## config.mk

```make
export PLATFORM = sky130hd
export DESIGN_NAME = rgb_led_serial_transmitter
export DESIGN_NICKNAME = d
export VERILOG_FILES = /design/src/rtl/core/rgbls_pkg.sv /design/src/rtl/core/rgb_led_serial_transmitter.sv /design/src/rtl/core/rgbls_ram.sv /design/src/rtl/core/rgbls_front.sv /design/src/rtl/core/rgbls_back.sv
export SDC_FILE = /design/constraint.sdc
export NUM_CORES = 1
export LEC_CHECK = 0
export ABC_CLOCK_PERIOD_IN_PS = 5700
export BUFFER_PORTS_ARGS = -buffer_cell sky130_fd_sc_hd__buf_2
export CORE_MARGIN = 3
export CORE_UTILIZATION = 30
export DETAILED_ROUTE_END_ITERATION = 12
export PLACE_DENSITY_LB_ADDON = 0.25
export SYNTH_ARGS = -nofsm -noshare
export SYNTH_HDL_FRONTEND = slang
export SYNTH_SLANG_ARGS = --single-unit
```

## constraint.sdc

```tcl
create_clock -name clk -period 5.7 [get_ports clk]
set_input_delay 0 -clock clk [delete_from_list [all_inputs] [get_ports clk]]
set_output_delay 0 -clock clk [all_outputs]
set_load 0.01 [all_outputs]
```

## src/rtl/core/rgbls_pkg.sv

```systemverilog
// ----------------------------------------------------------------------------
// RGB LED serial transmitter package
// Types, codes and constants shared by the transmitter modules.
// ----------------------------------------------------------------------------
`timescale 1ns / 1ps
`default_nettype none

package rgbls_pkg;

  localparam int CHAIN_LENGTH_DEF = 3;

  localparam int OP_W       = 2;
  localparam int INDEX_W    = 8;
  localparam int COLOR_W    = 24;
  localparam int TIME_W     = 10;
  localparam int CNT_W      = 16;
  localparam int BIT_PTR_W  = 5;
  localparam int CFG_IDX_W  = 3;
  localparam int CFG_DATA_W = 16;

  localparam logic [BIT_PTR_W-1:0] LAST_BIT = 5'd23;

  localparam logic [TIME_W-1:0] ZERO_HIGH_RST = 10'd40;
  localparam logic [TIME_W-1:0] ZERO_LOW_RST  = 10'd85;
  localparam logic [TIME_W-1:0] ONE_HIGH_RST  = 10'd80;
  localparam logic [TIME_W-1:0] ONE_LOW_RST   = 10'd45;
  localparam logic [CNT_W-1:0]  LATCH_RST     = 16'd6000;

  typedef enum logic [OP_W-1:0] {
    OP_TICK      = 2'd0,
    OP_WRITE_ONE = 2'd1,
    OP_WRITE_ALL = 2'd2,
    OP_RESERVED  = 2'd3
  } op_t;

  typedef enum logic [CFG_IDX_W-1:0] {
    CFG_ZERO_HIGH = 3'd0,
    CFG_ZERO_LOW  = 3'd1,
    CFG_ONE_HIGH  = 3'd2,
    CFG_ONE_LOW   = 3'd3,
    CFG_LATCH     = 3'd4
  } cfg_reg_t;

  typedef enum logic [1:0] {
    CMD_TICK      = 2'd0,
    CMD_WRITE_ONE = 2'd1,
    CMD_WRITE_ALL = 2'd2,
    CMD_WRITE_BAD = 2'd3
  } cmd_kind_t;

  typedef enum logic [1:0] {
    PH_IDLE  = 2'd0,
    PH_HIGH  = 2'd1,
    PH_LOW   = 2'd2,
    PH_LATCH = 2'd3
  } phase_t;

  typedef struct packed {
    logic [OP_W-1:0]    opcode;
    logic [INDEX_W-1:0] led_index;
    logic [COLOR_W-1:0] grb_color;
  } in_t;

  typedef struct packed {
    logic line_level;
    logic busy_res;
    logic write_refused;
    logic frame_done;
  } out_t;

  typedef struct packed {
    cmd_kind_t          kind;
    logic [INDEX_W-1:0] led_index;
    logic [COLOR_W-1:0] grb_color;
  } cmd_t;

  typedef struct packed {
    logic clearing;
  } bk_status_t;

  typedef struct packed {
    logic                  we;
    logic [CFG_IDX_W-1:0]  index;
    logic [CFG_DATA_W-1:0] data;
  } cfg_wr_t;

endpackage

`default_nettype wire

```

## src/rtl/core/rgb_led_serial_transmitter.sv

```systemverilog
// Throughput: one request per cycle while the queue has room and no clearing
// pass runs; a two-entry queue feeds the timing engine, and each popped request
// is registered as its result. Reset: timing registers return to defaults and
// a clearing pass zeroes the color store, with in_ready low until it ends.
// ----------------------------------------------------------------------------
// RGB LED serial transmitter
// Drives a daisy chain of serial RGB LEDs from a stored GRB color per LED.
// ----------------------------------------------------------------------------
`timescale 1ns / 1ps
`default_nettype none

module rgb_led_serial_transmitter import rgbls_pkg::*; #(
  parameter int CHAIN_LENGTH = CHAIN_LENGTH_DEF
) (
  input  wire logic                  clk,
  input  wire logic                  rst,
  input  wire logic                  in_valid,
  output logic                       in_ready,
  input  wire in_t                   in_data,
  output logic                       out_valid,
  input  wire logic                  out_ready,
  output out_t                       out_data,
  input  wire logic                  cfg_we,
  input  wire logic [CFG_IDX_W-1:0]  cfg_index,
  input  wire logic [CFG_DATA_W-1:0] cfg_wdata
);

  cmd_t       q_cmd;
  logic       q_valid;
  logic       q_pop;
  bk_status_t status;
  cfg_wr_t    cfg;

  assign cfg.we    = cfg_we;
  assign cfg.index = cfg_index;
  assign cfg.data  = cfg_wdata;

  rgbls_front #(
    .CHAIN_LENGTH(CHAIN_LENGTH)
  ) u_front (
    .clk     (clk),
    .rst     (rst),
    .in_valid(in_valid),
    .in_ready(in_ready),
    .in_data (in_data),
    .status  (status),
    .q_valid (q_valid),
    .q_cmd   (q_cmd),
    .q_pop   (q_pop)
  );

  rgbls_back #(
    .CHAIN_LENGTH(CHAIN_LENGTH)
  ) u_back (
    .clk      (clk),
    .rst      (rst),
    .cfg      (cfg),
    .q_valid  (q_valid),
    .q_cmd    (q_cmd),
    .q_pop    (q_pop),
    .status   (status),
    .out_valid(out_valid),
    .out_ready(out_ready),
    .out_data (out_data)
  );

endmodule

`default_nettype wire

```

## src/rtl/core/rgbls_ram.sv

```systemverilog
// ----------------------------------------------------------------------------
// RGB LED serial transmitter RAM
// Generic single write port RAM with one registered read port.
// ----------------------------------------------------------------------------
`timescale 1ns / 1ps
`default_nettype none

module rgbls_ram #(
  parameter int WIDTH = 24,
  parameter int DEPTH = 3,
  localparam int AW = (DEPTH > 1) ? $clog2(DEPTH) : 1
) (
  input  wire logic             clk,
  input  wire logic             we,
  input  wire logic [AW-1:0]    waddr,
  input  wire logic [WIDTH-1:0] wdata,
  input  wire logic [AW-1:0]    raddr,
  output logic      [WIDTH-1:0] rdata
);

  logic [WIDTH-1:0] mem [DEPTH];

  always_ff @(posedge clk) begin
    if (we) begin
      mem[waddr] <= wdata;
    end
    rdata <= mem[raddr];
  end

endmodule

`default_nettype wire

```

## src/rtl/core/rgbls_front.sv

```systemverilog
// ----------------------------------------------------------------------------
// RGB LED serial transmitter front end
// Accepts requests, classifies them and queues them for the back end.
// ----------------------------------------------------------------------------
`timescale 1ns / 1ps
`default_nettype none

module rgbls_front import rgbls_pkg::*; #(
  parameter int CHAIN_LENGTH = CHAIN_LENGTH_DEF
) (
  input  wire logic       clk,
  input  wire logic       rst,
  input  wire logic       in_valid,
  output logic            in_ready,
  input  wire in_t        in_data,
  input  wire bk_status_t status,
  output logic            q_valid,
  output cmd_t            q_cmd,
  input  wire logic       q_pop
);

  localparam int IW = ($clog2(CHAIN_LENGTH + 1) > INDEX_W) ?
                      $clog2(CHAIN_LENGTH + 1) : INDEX_W;
  localparam logic [IW-1:0] CHAIN_END = IW'(CHAIN_LENGTH);

  cmd_t       slots [2];
  logic       wr_ptr;
  logic       rd_ptr;
  logic [1:0] count;
  logic       push;
  cmd_t       cmd_in;
  logic       idx_ok;

  assign idx_ok = IW'(in_data.led_index) < CHAIN_END;

  always_comb begin
    cmd_in.led_index = in_data.led_index;
    cmd_in.grb_color = in_data.grb_color;
    unique case (in_data.opcode)
      OP_WRITE_ONE: cmd_in.kind = idx_ok ? CMD_WRITE_ONE : CMD_WRITE_BAD;
      OP_WRITE_ALL: cmd_in.kind = CMD_WRITE_ALL;
      default:      cmd_in.kind = CMD_TICK;
    endcase
  end

  assign in_ready = (count != 2'd2) && !status.clearing;
  assign push     = in_valid && in_ready;
  assign q_valid  = (count != 2'd0);
  assign q_cmd    = slots[rd_ptr];

  always_ff @(posedge clk) begin
    if (push) begin
      slots[wr_ptr] <= cmd_in;
    end
  end

  always_ff @(posedge clk) begin
    if (rst) begin
      wr_ptr <= 1'b0;
      rd_ptr <= 1'b0;
      count  <= 2'd0;
    end else begin
      if (push) begin
        wr_ptr <= ~wr_ptr;
      end
      if (q_pop) begin
        rd_ptr <= ~rd_ptr;
      end
      unique case ({push, q_pop})
        2'b10:   count <= count + 2'd1;
        2'b01:   count <= count - 2'd1;
        default: count <= count;
      endcase
    end
  end

endmodule

`default_nettype wire

```

## src/rtl/core/rgbls_back.sv

```systemverilog
// ----------------------------------------------------------------------------
// RGB LED serial transmitter back end
// Color store, bit timing engine, configuration and result register.
// ----------------------------------------------------------------------------
`timescale 1ns / 1ps
`default_nettype none

module rgbls_back import rgbls_pkg::*; #(
  parameter int CHAIN_LENGTH = CHAIN_LENGTH_DEF
) (
  input  wire logic    clk,
  input  wire logic    rst,
  input  wire cfg_wr_t cfg,
  input  wire logic    q_valid,
  input  wire cmd_t    q_cmd,
  output logic         q_pop,
  output bk_status_t   status,
  output logic         out_valid,
  input  wire logic    out_ready,
  output out_t         out_data
);

  localparam int AW = (CHAIN_LENGTH > 1) ? $clog2(CHAIN_LENGTH) : 1;
  localparam int IW = (AW > INDEX_W) ? AW : INDEX_W;
  localparam logic [AW-1:0] LAST_LED = AW'(CHAIN_LENGTH - 1);
  localparam bit MULTI = (CHAIN_LENGTH > 1);

  logic [TIME_W-1:0] zero_high;
  logic [TIME_W-1:0] zero_low;
  logic [TIME_W-1:0] one_high;
  logic [TIME_W-1:0] one_low;
  logic [CNT_W-1:0]  latch_len;

  phase_t               phase, phase_next;
  logic [CNT_W-1:0]     cycle_counter, cycle_counter_next;
  logic [BIT_PTR_W-1:0] bit_pointer, bit_pointer_next;
  logic [AW-1:0]        led_pointer, led_pointer_next;
  logic [COLOR_W-1:0]   shift_word, shift_word_next;
  logic [COLOR_W-1:0]   led0_color, led0_color_next;

  logic               sweep_on, sweep_on_next;
  logic [AW-1:0]      sweep_idx, sweep_idx_next;
  logic [COLOR_W-1:0] sweep_data, sweep_data_next;
  logic               clearing, clearing_next;

  logic               single_we;
  logic [AW-1:0]      idx_addr;
  logic               ram_we;
  logic [AW-1:0]      ram_waddr;
  logic [COLOR_W-1:0] ram_wdata;
  logic [AW-1:0]      ram_raddr;
  logic [COLOR_W-1:0] ram_rdata;

  logic              bit_val;
  logic [TIME_W-1:0] hi_sel, lo_sel;
  logic [CNT_W-1:0]  hi_len, lo_len, lt_len, cnt_inc;
  logic [IW-1:0]     idx_ext;
  out_t              res;

  assign idx_ext  = IW'(q_cmd.led_index);
  assign idx_addr = idx_ext[AW-1:0];

  assign bit_val = shift_word[COLOR_W-1];
  assign hi_sel  = bit_val ? one_high : zero_high;
  assign lo_sel  = bit_val ? one_low : zero_low;
  assign hi_len  = (hi_sel == '0) ? CNT_W'(1) : CNT_W'(hi_sel);
  assign lo_len  = (lo_sel == '0) ? CNT_W'(1) : CNT_W'(lo_sel);
  assign lt_len  = (latch_len == '0) ? CNT_W'(1) : latch_len;
  assign cnt_inc = cycle_counter + CNT_W'(1);

  assign q_pop           = q_valid && (!out_valid || out_ready);
  assign status.clearing = clearing;

  assign ram_we    = sweep_on || single_we;
  assign ram_waddr = sweep_on ? sweep_idx : idx_addr;
  assign ram_wdata = sweep_on ? sweep_data : q_cmd.grb_color;
  assign ram_raddr = (led_pointer == LAST_LED) ? '0 : led_pointer + AW'(1);

  rgbls_ram #(
    .WIDTH(COLOR_W),
    .DEPTH(CHAIN_LENGTH)
  ) u_store (
    .clk  (clk),
    .we   (ram_we),
    .waddr(ram_waddr),
    .wdata(ram_wdata),
    .raddr(ram_raddr),
    .rdata(ram_rdata)
  );

  always_comb begin
    phase_next         = phase;
    cycle_counter_next = cycle_counter;
    bit_pointer_next   = bit_pointer;
    led_pointer_next   = led_pointer;
    shift_word_next    = shift_word;
    led0_color_next    = led0_color;
    sweep_on_next      = sweep_on;
    sweep_idx_next     = sweep_idx;
    sweep_data_next    = sweep_data;
    clearing_next      = clearing;
    single_we          = 1'b0;
    res                = '0;

    if (sweep_on) begin
      if (sweep_idx == LAST_LED) begin
        sweep_on_next = 1'b0;
        clearing_next = 1'b0;
      end else begin
        sweep_idx_next = sweep_idx + AW'(1);
      end
    end

    if (q_pop) begin
      if (phase != PH_IDLE) begin
        res.busy_res      = 1'b1;
        res.write_refused = (q_cmd.kind != CMD_TICK);
        unique case (phase)
          PH_HIGH: begin
            res.line_level     = 1'b1;
            cycle_counter_next = cnt_inc;
            if (cnt_inc >= hi_len) begin
              cycle_counter_next = '0;
              phase_next         = PH_LOW;
            end
          end
          PH_LOW: begin
            cycle_counter_next = cnt_inc;
            if (cnt_inc >= lo_len) begin
              cycle_counter_next = '0;
              phase_next         = PH_HIGH;
              if (bit_pointer >= LAST_BIT) begin
                bit_pointer_next = '0;
                if (led_pointer == LAST_LED) begin
                  led_pointer_next = '0;
                  shift_word_next  = '0;
                  phase_next       = PH_LATCH;
                end else begin
                  led_pointer_next = led_pointer + AW'(1);
                  shift_word_next  = ram_rdata;
                end
              end else begin
                bit_pointer_next = bit_pointer + BIT_PTR_W'(1);
                shift_word_next  = {shift_word[COLOR_W-2:0], 1'b0};
              end
            end
          end
          PH_LATCH: begin
            cycle_counter_next = cnt_inc;
            if (cnt_inc >= lt_len) begin
              cycle_counter_next = '0;
              phase_next         = PH_IDLE;
              res.frame_done     = 1'b1;
            end
          end
          PH_IDLE: begin
          end
        endcase
      end else begin
        unique case (q_cmd.kind)
          CMD_WRITE_BAD: begin
            res.write_refused = 1'b1;
          end
          CMD_WRITE_ONE, CMD_WRITE_ALL: begin
            res.busy_res       = 1'b1;
            phase_next         = PH_HIGH;
            cycle_counter_next = '0;
            bit_pointer_next   = '0;
            led_pointer_next   = '0;
            if (q_cmd.kind == CMD_WRITE_ALL) begin
              led0_color_next = q_cmd.grb_color;
              shift_word_next = q_cmd.grb_color;
              if (MULTI) begin
                sweep_on_next   = 1'b1;
                sweep_idx_next  = AW'(1);
                sweep_data_next = q_cmd.grb_color;
              end
            end else if (idx_addr == '0) begin
              led0_color_next = q_cmd.grb_color;
              shift_word_next = q_cmd.grb_color;
            end else begin
              single_we       = 1'b1;
              shift_word_next = led0_color;
            end
          end
          default: begin
          end
        endcase
      end
    end
  end

  always_ff @(posedge clk) begin
    if (rst) begin
      phase         <= PH_IDLE;
      cycle_counter <= '0;
      bit_pointer   <= '0;
      led_pointer   <= '0;
      shift_word    <= '0;
      led0_color    <= '0;
      sweep_on      <= 1'b1;
      sweep_idx     <= '0;
      sweep_data    <= '0;
      clearing      <= 1'b1;
      out_valid     <= 1'b0;
    end else begin
      phase         <= phase_next;
      cycle_counter <= cycle_counter_next;
      bit_pointer   <= bit_pointer_next;
      led_pointer   <= led_pointer_next;
      shift_word    <= shift_word_next;
      led0_color    <= led0_color_next;
      sweep_on      <= sweep_on_next;
      sweep_idx     <= sweep_idx_next;
      sweep_data    <= sweep_data_next;
      clearing      <= clearing_next;
      if (q_pop) begin
        out_valid <= 1'b1;
      end else if (out_ready) begin
        out_valid <= 1'b0;
      end
    end
  end

  always_ff @(posedge clk) begin
    if (q_pop) begin
      out_data <= res;
    end
  end

  always_ff @(posedge clk) begin
    if (rst) begin
      zero_high <= ZERO_HIGH_RST;
      zero_low  <= ZERO_LOW_RST;
      one_high  <= ONE_HIGH_RST;
      one_low   <= ONE_LOW_RST;
      latch_len <= LATCH_RST;
    end else if (cfg.we) begin
      unique case (cfg_reg_t'(cfg.index))
        CFG_ZERO_HIGH: zero_high <= cfg.data[TIME_W-1:0];
        CFG_ZERO_LOW:  zero_low  <= cfg.data[TIME_W-1:0];
        CFG_ONE_HIGH:  one_high  <= cfg.data[TIME_W-1:0];
        CFG_ONE_LOW:   one_low   <= cfg.data[TIME_W-1:0];
        CFG_LATCH:     latch_len <= cfg.data[CNT_W-1:0];
        default: begin
        end
      endcase
    end
  end

endmodule

`default_nettype wire

```

After elaboration in Yosys (flattened, before gate mapping)
Memory sizes are Yosys's and may differ from the RTL's. A register that Yosys moved wholly into a read port is not among the register bits. Cells that the tools add are included.

Register bits: 166. Memory bits (writable): 140. Output and inout bits: 6. Logic and storage cells: 168. Memories: 2.

Add/sub/neg operators: 6. Magnitude comparators: 5. Eq/ne operators: 24. Muxes and demuxes: 73. Bitwise gates (word level): 3. Reductions and logical operators: 32.

Memory list: u_back.u_store.mem (depth 3, width 24, rd ports 1, clocked after Yosys merged registers in 1, wr ports 1, RTL line rgbls_ram.sv:21) `logic [WIDTH-1:0] mem [DEPTH];`; u_front.slots (depth 2, width 34, rd ports 1, clocked after Yosys merged registers in 1, wr ports 1, RTL line rgbls_front.sv:26) `cmd_t slots [2];`.

Operators with widths (number): $mux W24 (9); $mux W16 (6); $ge A16 B16 Y1 (3); $pmux W16 S3 (1); $mux W2 (21); $mux W10 (4); $mux W5 (5); $mux W1 (24); $logic_not A10 Y1 (2); $add A16 B1 Y16 const B (1); $eq A2 B2 Y1 const B (8); $logic_not A16 Y1 (1); $reduce_and A2 Y1 (7); $reduce_bool A2 Y1 (6); $ne A3 B3 Y1 const B (3); $eq A2 B1 Y1 const B (4); $lt A8 B2 Y1 const B (1); $ne A2 B2 Y1 const B (4); $pmux W2 S2 (2); $reduce_and A4 Y1 (2); $add A2 B1 Y2 const B (3); $eq A3 B2 Y1 const B (2); $pmux W2 S3 (1); $reduce_and A3 Y1 (2); 15 further kinds (21).

Longest topological paths before layout
Depth after elaboration: 9. Depth in mapped cells: 17.

Modules after synthesis
A second synthesis with hierarchy kept.

Cell total of the unflattened synthesis: 1293. Area total of the unflattened synthesis: 14204.9 um^2.

Modules (own cells, without submodules): rgbls_back (instances 1, cells an instance 975, area an instance 8275.4 um^2, sequential area each 3283.1 um^2); rgbls_ram (instances 1, cells an instance 179, area an instance 3194.3 um^2, sequential area each 2642.5 um^2); rgbls_front (instances 1, cells an instance 139, area an instance 2735.1 um^2, sequential area each 2142.1 um^2).

Worst setup path after synthesis
Ideal clock, no wire load.

Path type: register to register. From: register with a tool-made name. To: memory u_back.u_store.mem[1][0] (enable). Library setup time: 440 ps. Arrival time: 4399 ps. Setup slack: 860 ps. Stages on the path, launching flop included: 12. Buffers on the path: 4. Cell sequence: dfxtp_1 -> clkbuf_1 -> clkbuf_1 -> mux2i_1 -> inv_1 -> ha_1 -> a211oi_1 -> buf_2 -> buf_1 -> nand2_1 -> nand2_1 -> nor3b_1.

RTL lines (RTL line): to (decl) (rgbls_ram.sv:21).

Worst setup path after layout
From: register u_back.cycle_counter[0]. To: register u_back.shift_word[0].

Longest elaborated chain between the ends: 4.

Ends and longest elaborated chain: from (decl) (RTL line rgbls_back.sv:35) `logic [CNT_W-1:0] cycle_counter, cycle_counter_next;`; from (signal assigned) (RTL line rgbls_back.sv:208) `cycle_counter <= cycle_counter_next;`; $add A16 B1 Y16 (RTL line rgbls_back.sv:69) `assign cnt_inc = cycle_counter + CNT_W'(1);`; $ge A16 B16 Y1 (RTL line rgbls_back.sv:129) `if (cnt_inc >= lo_len) begin`; $ne A2 B2 Y1 (no line); $reduce_and A4 Y1 (no line); to (signal assigned) (RTL line rgbls_back.sv:211) `shift_word <= shift_word_next;`; to (decl) (RTL line rgbls_back.sv:38) `logic [COLOR_W-1:0] shift_word, shift_word_next;`.

No other way between the ends. A chain may end at the register's enable or synchronous reset.

==> results.md <==
* Footprint of the multi-input gates at approximately 5800 um2
* DP Area at 14800 um2
* Synth top area share at 0.283
* Design Power at about 7.1 mW
* Wire length per cell after detailed routing at ~17 um
* Post-route cell area at 16500 um2
* Post-cts resize count at 0
* Crit share post-route at 0.706
* Ratio of routed vias to standard cells at 4.90
* Max Freq at around 250 MHz
* Most used standard cell by instance count after synthesis: dfxtp_1
* Actual transition at the worst max-transition pin at 1.14 ns
* Utilization after layout at 0.360
* Main flop type after synthesis: dfxtp_1
* Deepest level of the CTS H-tree at 2
* Number of hold violations in the final report at 0
* Sequence of cells on the critical path: ha_1 > xor2_1 > ha_1 > and3_1 > o21ai_0 > and4_1 > o21ai_0 > o21ai_4 > buf_4 > mux2i_1 > nor2_1
* Quantity of hold-fixing buffers added after cts at 52
* Antenna diodes at 0
* Number of detailed-routing iterations run before antenna repair at 5
* Number of nets with antenna violations after routing at 0
* Hold/Removal Path Class: in -> reg
* Average footprint of a synthesized cell at 10.4 um2
* Remaining routing DRC violations at 0
* Total clock buffers created by CTS at 34
* Synthesis Warnings at 0
* Final Skew at between 0.02 and 0.03 ns
* Clk pin slew, worst setup/hold paths at approximately 0.060 ns
* Vias after detailed routing at approximately 10000
* Buffer count from post-CTS setup fixing at 0
* Violation count after the first detailed-route iteration at 464
* Wire length on met3 at 1130 um
* Power density of the placed cells at 432 nW/um2
* WL final at between 30000 and 40000 um
* Cell type with the largest total area after synthesis: edfxtp_1
* Fraction of the yosys area taken by sequential cells at 0.551
* Crit path capture type: flop
* Clock sink total at 319
* Data arrival time at the worst-slack endpoint at ~4.4 ns
* Vias in the first global route at about 9700
* Share of synthesized registers carrying an async set or reset at 0
* Cell area after technology mapping at between 10000 and 15000 um2
* I/O pin cnt at 64
* Share of post-route cells with drive strength above 1 at 0.138
* Maximum fanout encountered on the critical timing path at 33
* Main area contributors after synthesis: edfxtp_1 28%, dfxtp_1 27%, mux2i_1 5.4%
* Port Buffers at 63
* Remaining global-route overflow at 0
* Delay contributed by the slowest stage of the critical path at approximately 0.71 ns
* Setup repair after global routing missed its margin: no
* Setup CP Type: reg -> reg
* Total of endpoints with negative setup slack in the final report at 0
* Maximum count of clock buffers along a single path at 3
* # nets final at between 1500 and 2000
* Met2 wirelength from detailed routing at 16300 um
* Weighted congestion reported at the end of routability-driven placement at around 0.81
* Worst rel slew slack at 0.239
* Clk_lat worst skew at between 0.5 and 0.6 ns
* Area taken by flip-flops and latches at roughly 7700 um2
* FILL cells at roughly 4500
* Number of enable-type register cells in the synthesized netlist at approximately 130
* Total Negative Setup Slacks at 0 ns
* Top routing layer used: met4
* Num rows at ~80
* Core Box Area at about 46000 um2
* HPWL after detailed placement at roughly 21000 um
* Leading cell types by count after synthesis: 187 x dfxtp_1, 183 x nand2_1, 132 x edfxtp_1
* Area grow syn2layout at 17.9%
* Post-synthesis register bit count at about 320
* Tot GR Track Use at 0.137
* Initial core utilization at 0.306
* Post-synthesis net count at 1443
* Req. time, crit path at roughly 6.1 ns
* Distinct cell type count after synthesis at 60
* Floorplan die area at roughly 49000 um2
* Wire length the detailed router placed on met1 at 16100 um
* Final Max Slew Viols at 0
* Root buffer cell: clkbuf_16
* Cell leakage power at ~6.2 nW
* Maximum number of pins on one net before global-route repair at 86
* Global-route wire length before repair at 54500 um
* Vert. Die Dim at approximately 220 um
* Maxcap violations at 0
* Shortest clock period the worst path allows after layout at 4.02 ns
* Element type at the critical path start: flop
* Worst slack on hold paths at 0.0200 ns
* CTS tree: done
* Standard cell with the maximum stage delay on the critical path: o21ai_4
* Number of standard cells after synthesis at 1339
* Outcome: finished clean
* Horiz. Die Dim at 222 um
* Initial antenna violation count at 0
* Maximum vdd drop at 0.000271 V
-- power breakdown --
part | switching (mW) | internal (mW)
registers | 0.184 | 2.99
clock network | 0.921 | 1.34
logic | 1.12 | 0.579
total | 2.22 | 4.91
-- path summary, 6_finish.rpt --
check / startpoint / end / slack [ns] / cells past startpoint
hold / removal: rst / u_front.rd_ptr / 0.02 / 2
hold reg to reg: u_back.u_store.mem[0][21] / u_back.u_store.rdata[21] / 0.44 / 2
setup reg to reg: u_back.cycle_counter[0] / u_back.shift_word[0] / 1.68 / 11
setup / recovery: u_back.cycle_counter[0] / u_back.shift_word[0] / 1.68 / 11
-- state kept, by name, summed over array words and instances (netlist names), 4 cells and up, named ones only --
signal                count
u_back.u_store.mem       72
u_front.slots            56
u_back.led0_color        24
u_back.shift_word        24
u_back.sweep_data        24
u_back.u_store.rdata     24
u_back.cycle_counter     16
u_back.latch_len         16
u_back.one_high          10
u_back.one_low           10
u_back.zero_high         10
u_back.zero_low          10
u_back.bit_pointer        5
u_back.out_data           4
-- worst max-delay path, delay by kind of cell (launching register included) --
kind,cells,cell delay [ns]
and+or+nand+nor,3,0.45
buffers and inverters,1,0.43
AOI/OAI and AO/OA,3,1.03
DFF,1,0.51
xor gates and xnor gates,1,0.50
muxes,1,0.23
adders and majority gates,2,0.72
-- cells in the final DEF, fill, tap and decap left out, types with 9 or more instances in the layout --
cell type | netlist | routed
a211o_1 | 26 | 26
a211oi_1 | 30 | 29
a21oi_1 | 101 | 101
a32o_1 | 13 | 13
and3_1 | 31 | 30
buf_2 | 8 | 62
buf_4 | 3 | 16
clkbuf_16 | 0 | 35
dfxtp_1 | 187 | 187
dlygate4sd3_1 | 0 | 52
edfxtp_1 | 132 | 132
ha_1 | 46 | 46
inv_1 | 29 | 29
mux2_2 | 47 | 47
mux2i_1 | 76 | 76
nand2_1 | 183 | 183
nand3_1 | 15 | 15
nand3b_1 | 21 | 21
nand4_1 | 12 | 12
nor2_1 | 124 | 121
nor2b_1 | 9 | 9
nor3_1 | 29 | 29
o21ai_0 | 43 | 43
xnor2_1 | 12 | 12
-- logic make-up after synthesis --
group                    synth area share
multiplexers                       0.0922
XOR/XNOR                           0.0125
AO/OA/AOI/OAI                       0.114
flip-flops                          0.551
AND/OR/NAND/NOR                     0.154
adder cells (fa/ha/maj)            0.0411
buffers and inverters              0.0356
-- layer usage --
metal  global-route usage  vias up
met5                    0        -
met4               0.0363        0
met3               0.0209       45
met2                0.232      153
met1                0.183     4867
li1                     -     4942
-- metrics by stage --
step | std cells | setup WS (ns)
floorplan | 1339 | 0.860
global placement | 1930 | 1.74
detailed placement | 1930 | 1.71
CTS | 2043 | 1.69
global route | 2043 | 1.31
finish | 2043 | 1.68
-- final cells by class --
cell class / count / area share
clock buffers: 48 / 0.0591
clock inverters: 13 / 0.0102
inverters: 30 / 0.00682
multi-input cells: 903 / 0.354
flip-flops and latches: 319 / 0.467
well taps: 600 / 0.0455
repair buffers: 130 / 0.0576
Note: power is estimated with default switching activity, not from simulation.
